[config.mk]
export PLATFORM = sky130hd
export DESIGN_NAME = histeq_ctrl
export DESIGN_NICKNAME = d
export VERILOG_FILES = /design/src/rtl/histeq_pkg.sv /design/src/rtl/histeq_ctrl.sv
export SDC_FILE = /design/constraint.sdc
export NUM_CORES = 1
export LEC_CHECK = 0
export ABC_AREA = 0
export BUFFER_PORTS_ARGS = -buffer_cell sky130_fd_sc_hd__buf_2
export CAP_MARGIN = 5
export CORE_ASPECT_RATIO = 0.6
export CORE_MARGIN = 2
export CORE_UTILIZATION = 33
export DETAILED_ROUTE_END_ITERATION = 10
export SETUP_SLACK_MARGIN = 0.02
export SLEW_MARGIN = 0
export SYNTH_ARGS = -nofsm -noshare
export SYNTH_HDL_FRONTEND = slang
export SYNTH_SLANG_ARGS = --single-unit
[constraint.sdc]
create_clock -name clk -period 3.32 [get_ports clk]
set_clock_uncertainty 0.05 [all_clocks]
set_input_delay 0.498 -clock clk [delete_from_list [all_inputs] [get_ports clk]]
set_output_delay 0.498 -clock clk [all_outputs]
set_load 0.03 [all_outputs]
[src/rtl/histeq_pkg.sv]
package histeq_pkg;

    localparam int DIM_WIDTH       = 13;
    localparam int PIXEL_WIDTH     = 8;
    localparam int LEVEL_WIDTH     = 8;
    localparam int PROD_WIDTH      = 2 * DIM_WIDTH;
    localparam int LEVEL_MAX       = 255;
    localparam int BINS_DEFAULT    = 256;
    localparam int COUNT_WIDTH_DEF = 25;
    localparam int QUOT_STEPS      = LEVEL_WIDTH;
    localparam int STEP_WIDTH      = $clog2(QUOT_STEPS);
    localparam int REG_INDEX_WIDTH = 1;

    typedef enum logic [REG_INDEX_WIDTH-1:0] {
        REG_IMAGE_WIDTH  = 1'b0,
        REG_IMAGE_HEIGHT = 1'b1
    } reg_index_t;

    typedef enum logic {
        MODE_HISTOGRAM = 1'b0,
        MODE_MAPPING   = 1'b1
    } mode_t;

    typedef struct packed {
        logic                   mode;
        logic [PIXEL_WIDTH-1:0] pixel;
        logic                   last;
    } item_t;

    typedef struct packed {
        logic [LEVEL_WIDTH-1:0] equalized;
        logic                   end_of_image;
    } result_t;

    typedef struct packed {
        logic load;
        logic hist_rd;
        logic hist_wr;
        logic cdf_init;
        logic cdf_rd;
        logic clr_wr;
        logic map_rd;
        logic map_prep;
        logic map_scale;
        logic map_sat;
        logic div_step;
        logic finish;
    } cmd_t;

    typedef struct packed {
        logic mode;
        logic last;
    } status_t;

endpackage

[src/rtl/histeq_ctrl.sv]
module histeq_ctrl #(
    parameter int BINS = histeq_pkg::BINS_DEFAULT
) (
    input  logic                     clk,
    input  logic                     rst_n,
    input  logic                     start,
    input  histeq_pkg::status_t      status,
    output logic                     busy,
    output histeq_pkg::cmd_t         cmd,
    output logic [$clog2(BINS)-1:0]  sweep_addr
);

    localparam int BIN_AW = $clog2(BINS);

    typedef enum logic [10:0] {
        ST_CLEAR     = 11'b000_0000_0001,
        ST_IDLE      = 11'b000_0000_0010,
        ST_HIST_RD   = 11'b000_0000_0100,
        ST_HIST_WR   = 11'b000_0000_1000,
        ST_CDF_RUN   = 11'b000_0001_0000,
        ST_CDF_DRAIN = 11'b000_0010_0000,
        ST_MAP_RD    = 11'b000_0100_0000,
        ST_MAP_PREP  = 11'b000_1000_0000,
        ST_MAP_SCALE = 11'b001_0000_0000,
        ST_MAP_SAT   = 11'b010_0000_0000,
        ST_MAP_DIV   = 11'b100_0000_0000
    } state_t;

    state_t                               state_reg, state_next;
    logic [BIN_AW-1:0]                    cnt_reg, cnt_next;
    logic [histeq_pkg::STEP_WIDTH-1:0]    step_reg, step_next;
    logic                                 cnt_end;

    assign cnt_end    = (cnt_reg == BIN_AW'(BINS - 1));
    assign sweep_addr = cnt_reg;
    assign busy       = (state_reg != ST_IDLE);

    always_comb
    begin
        state_next = state_reg;
        cnt_next   = cnt_reg;
        step_next  = step_reg;
        cmd        = '0;
        unique case (state_reg)
            ST_CLEAR:
            begin
                cmd.clr_wr = 1'b1;
                cnt_next   = cnt_reg + 1'b1;
                if (cnt_end)
                begin
                    cnt_next   = '0;
                    state_next = ST_IDLE;
                end
            end
            ST_IDLE:
            begin
                if (start)
                begin
                    cmd.load   = 1'b1;
                    state_next = ST_HIST_RD;
                end
            end
            ST_HIST_RD:
            begin
                if (status.mode == histeq_pkg::MODE_MAPPING)
                begin
                    cmd.map_rd = 1'b1;
                    state_next = ST_MAP_PREP;
                end
                else
                begin
                    cmd.hist_rd = 1'b1;
                    state_next  = ST_HIST_WR;
                end
            end
            ST_HIST_WR:
            begin
                cmd.hist_wr = 1'b1;
                if (status.last)
                begin
                    cmd.cdf_init = 1'b1;
                    state_next   = ST_CDF_RUN;
                end
                else
                begin
                    state_next = ST_IDLE;
                end
            end
            ST_CDF_RUN:
            begin
                cmd.cdf_rd = 1'b1;
                cnt_next   = cnt_reg + 1'b1;
                if (cnt_end)
                begin
                    cnt_next   = '0;
                    state_next = ST_CDF_DRAIN;
                end
            end
            ST_CDF_DRAIN:
            begin
                state_next = ST_IDLE;
            end
            ST_MAP_RD:
            begin
                cmd.map_rd = 1'b1;
                state_next = ST_MAP_PREP;
            end
            ST_MAP_PREP:
            begin
                cmd.map_prep = 1'b1;
                state_next   = ST_MAP_SCALE;
            end
            ST_MAP_SCALE:
            begin
                cmd.map_scale = 1'b1;
                state_next    = ST_MAP_SAT;
            end
            ST_MAP_SAT:
            begin
                cmd.map_sat = 1'b1;
                step_next   = histeq_pkg::STEP_WIDTH'(histeq_pkg::QUOT_STEPS - 1);
                state_next  = ST_MAP_DIV;
            end
            ST_MAP_DIV:
            begin
                cmd.div_step = 1'b1;
                step_next    = step_reg - 1'b1;
                if (step_reg == '0)
                begin
                    cmd.finish = 1'b1;
                    state_next = status.last ? ST_CLEAR : ST_IDLE;
                end
            end
            default:
            begin
                state_next = ST_IDLE;
            end
        endcase
    end

    always_ff @(posedge clk or negedge rst_n)
    begin
        if (!rst_n)
        begin
            state_reg <= ST_CLEAR;
            cnt_reg   <= '0;
            step_reg  <= '0;
        end
        else
        begin
            state_reg <= state_next;
            cnt_reg   <= cnt_next;
            step_reg  <= step_next;
        end
    end

endmodule

==> qor.yml <==
floorplan:
  coreArea_sq_um: 3660
  rows: 17
  die_w_um: 83.7
  fp.dieH_um: 51.8
  ios: 26
  die-area_sq_um: 4340
  initial_core_util: 0.344
global_route:
  antenna_found_initial: 0
  gr-total-overflow: 0
  grt_usage: 0.136
  grt_max_degree: 22
  grt_pass1_vias: 938
  grt_pass1_wl_um: 4590
yosys:
  yosys.area.top_type_share: 0.398
  synthCells: 135
  yosys.cell_count.top_type: "dfrtp_1"
  syn-cell-area_sq_um: 1260
  synth_area_per_cell_sq_um: 9.32
  synth_cell_type_count: 41
  synth_warnings: 0
  async_flop_share: 1.00
  synth_top_cell_by_area: "dfrtp_1"
  yosys-top-cells-area: "dfrtp_1, nor2_1, nand2_1"
  ys_seq_area_frac: 0.418
  synth-seq-cells: 21
  synth_edf_count: 0
  syn_nets: 143
  ys.flop_type: "dfrtp_1"
  ys_top_cells_by_count: "dfrtp_1, nor2_1, nand2_1, nor3_1"
sta:
  hold_viol_final: 0
  hold_ws_ps: 129
  finalSetupTns_ps: 0
  slew_headroom: 0.617
  fin_crit_ps: 2570
  drv_slew: 0
  setup_ws_ps: 752
  max_freq_mhz: 389
  worst_slew_pin_slew_ps: 569
  setup_viol: 0
  rsz0062_at_grt: "false"
  finalCritPeriodShare: 0.773
pwr:
  p_leak_nw: 0.735
  switchingPower_mw: 0.381
  combPwrFrac: 0.422
  clkPwrFrac: 0.193
  ir_drop_mv: 0.296
  p_seq_frac: 0.385
  netSwitchingFraction: 0.427
  intPower_mw: 0.511
  p_per_area_nw_per_um2: 618
clock_tree:
  cts_hold_buf: 0
  clkSinkCount: 21
  root_buffer: "clkbuf_8"
  cts_tree: "built"
  clock_path_buffers: 2
  htree_levels: 1
  worstSkewPairLatency_ps: 260
  cts_resized: 0
  clkTransAtPathRegs_ps: 80
  cts_buffers: 3
  postCtsSetupBuffers: 0
critical_path:
  cp.arrival_ps: 2020
  cp_max_fo: 6
  max_stage_delay_ps: 560
  worst_setup_path_end_kind: "primary output"
  slowest_stage: "nor4_1"
  worstPathCellList: "nor4_1, nand3_1, nor3b_1, buf_2"
  cp_data_required_time_ps: 2770
  r2r_slack_ps: 1100
  path_class: "reg2out"
  cp-start-kind: "flop"
detailed_routing:
  drt-total-wl_um: 2740
  viasPerCell: 5.08
  dr.first_iter.drc_count: 49
  drt-pass1-iter-count: 5
  top_layer_used: "met4"
  wl_met3_um: 153
  num_vias: 1041
  m1WireLength_um: 1410
  wl_met2_um: 1170
  drtAntennaViolNets: 0
  drc: 0
  wl_per_cell_um: 13.4
placement:
  port_buffers: 25
  place_ws_ps: 1040
  place_congestion: 0.725
  dpl.hpwl_um: 2100
run_status:
  status: "completed"
cells_and_area:
  n_fill_cell: 369
  areaGrowthSynthToFinish_pct: 14.7
  num-nets-final: 167
  n_antenna_cell: 0
  regArea_sq_um: 527
  fin_util: 0.395
  drive_gt1_frac: 0.253
  multi_input_area_sq_um: 664
  largest_reg_flops: 10
job:
  maxCapViolCount: 0
hold_path:
  holdCritPathClass: "in2async"
-- final timing paths --
check / from / to / depth (start not counted)
worst max-delay path: state_reg[2] / cmd[4] / 4
worst min-delay path: rst_n / state_reg[3] / 1
worst max register to register: state_reg[8] / state_reg[0] / 4
worst min register to register: sweep_addr[6] / sweep_addr[6] / 1
max in group asynchronous: rst_n / state_reg[0] / 1
min in group clk: status[1] / state_reg[3] / 2
-- cells by family (layout without fill, tap and decap cells) --
| family | count (synthesis) | count (layout) | synth area share |
|---|---|---|---|
| adder cells (fa/ha/maj) | 3 | 3 | 0.0298 |
| buffers and inverters | 12 | 35 | 0.0537 |
| AND/OR/NAND/NOR | 68 | 68 | 0.303 |
| flip-flops | 21 | 21 | 0.418 |
| XOR/XNOR | 6 | 6 | 0.0417 |
| multiplexers | 2 | 2 | 0.0199 |
| AO/OA/AOI/OAI | 23 | 23 | 0.133 |
-- area by class of cell --
type	count	share of cell area
Clock buffer	4	0.0312
Inverter	6	0.0165
Multi-Input combinational cell	102	0.460
Sequential cell	21	0.365
Tap cell	47	0.0407
Timing Repair Buffer	25	0.0867
-- power by group through the flow --
| stage | Sequential (mW) | Clock [mW] | Combinational, mW |
|---|---|---|---|
| floorplan | 0.334 | 0 | 0.310 |
| detailed placement | 0.349 | 0 | 0.374 |
| global placement | 0.345 | 0 | 0.371 |
| finish | 0.344 | 0.172 | 0.377 |
| CTS | 0.343 | 0.177 | 0.377 |
| global route | 0.353 | 0.191 | 0.423 |
-- through the flow --
stage | cell area [sq um] | cells | power (mW)
after floorplan | 1260 | 135 | 0.644
after global placement | 1400 | 201 | 0.716
after detailed placement | 1400 | 201 | 0.723
after CTS | 1440 | 205 | 0.897
after global routing | 1440 | 205 | 0.966
final | 1440 | 205 | 0.892
-- worst max-delay path, delay by kind of cell (launching register included) --
family,cells,cell delay [ps]
buf+inv,1,230
simple gates,3,1100
flops,1,430
-- metal layers --
metal  GRT usage  vias up
li1            -      524
met5           0        -
met3      0.0333        2
met1       0.199      482
met4      0.0242        0
met2       0.205       33
-- cells in the final DEF, fill, tap and decap left out, types with 2 or more instances in the layout --
cell type	netlist	final
a21o_1	2	2
a21oi_1	4	4
and2_1	2	2
buf_2	2	25
clkbuf_8	0	3
dfrtp_1	20	20
ha_1	3	3
inv_1	5	5
nand2_1	11	11
nand2b_1	2	2
nand3_1	7	7
nand4_1	3	3
nor2_1	17	17
nor2b_1	2	2
nor3_1	8	8
nor3b_1	5	5
nor4_1	2	2
o21ai_0	7	7
o22a_1	2	2
o22ai_1	2	2
o31ai_1	2	2
xnor2_1	4	4
xor2_1	2	2
No activity file was read; power rests on OpenSTA's default activity.
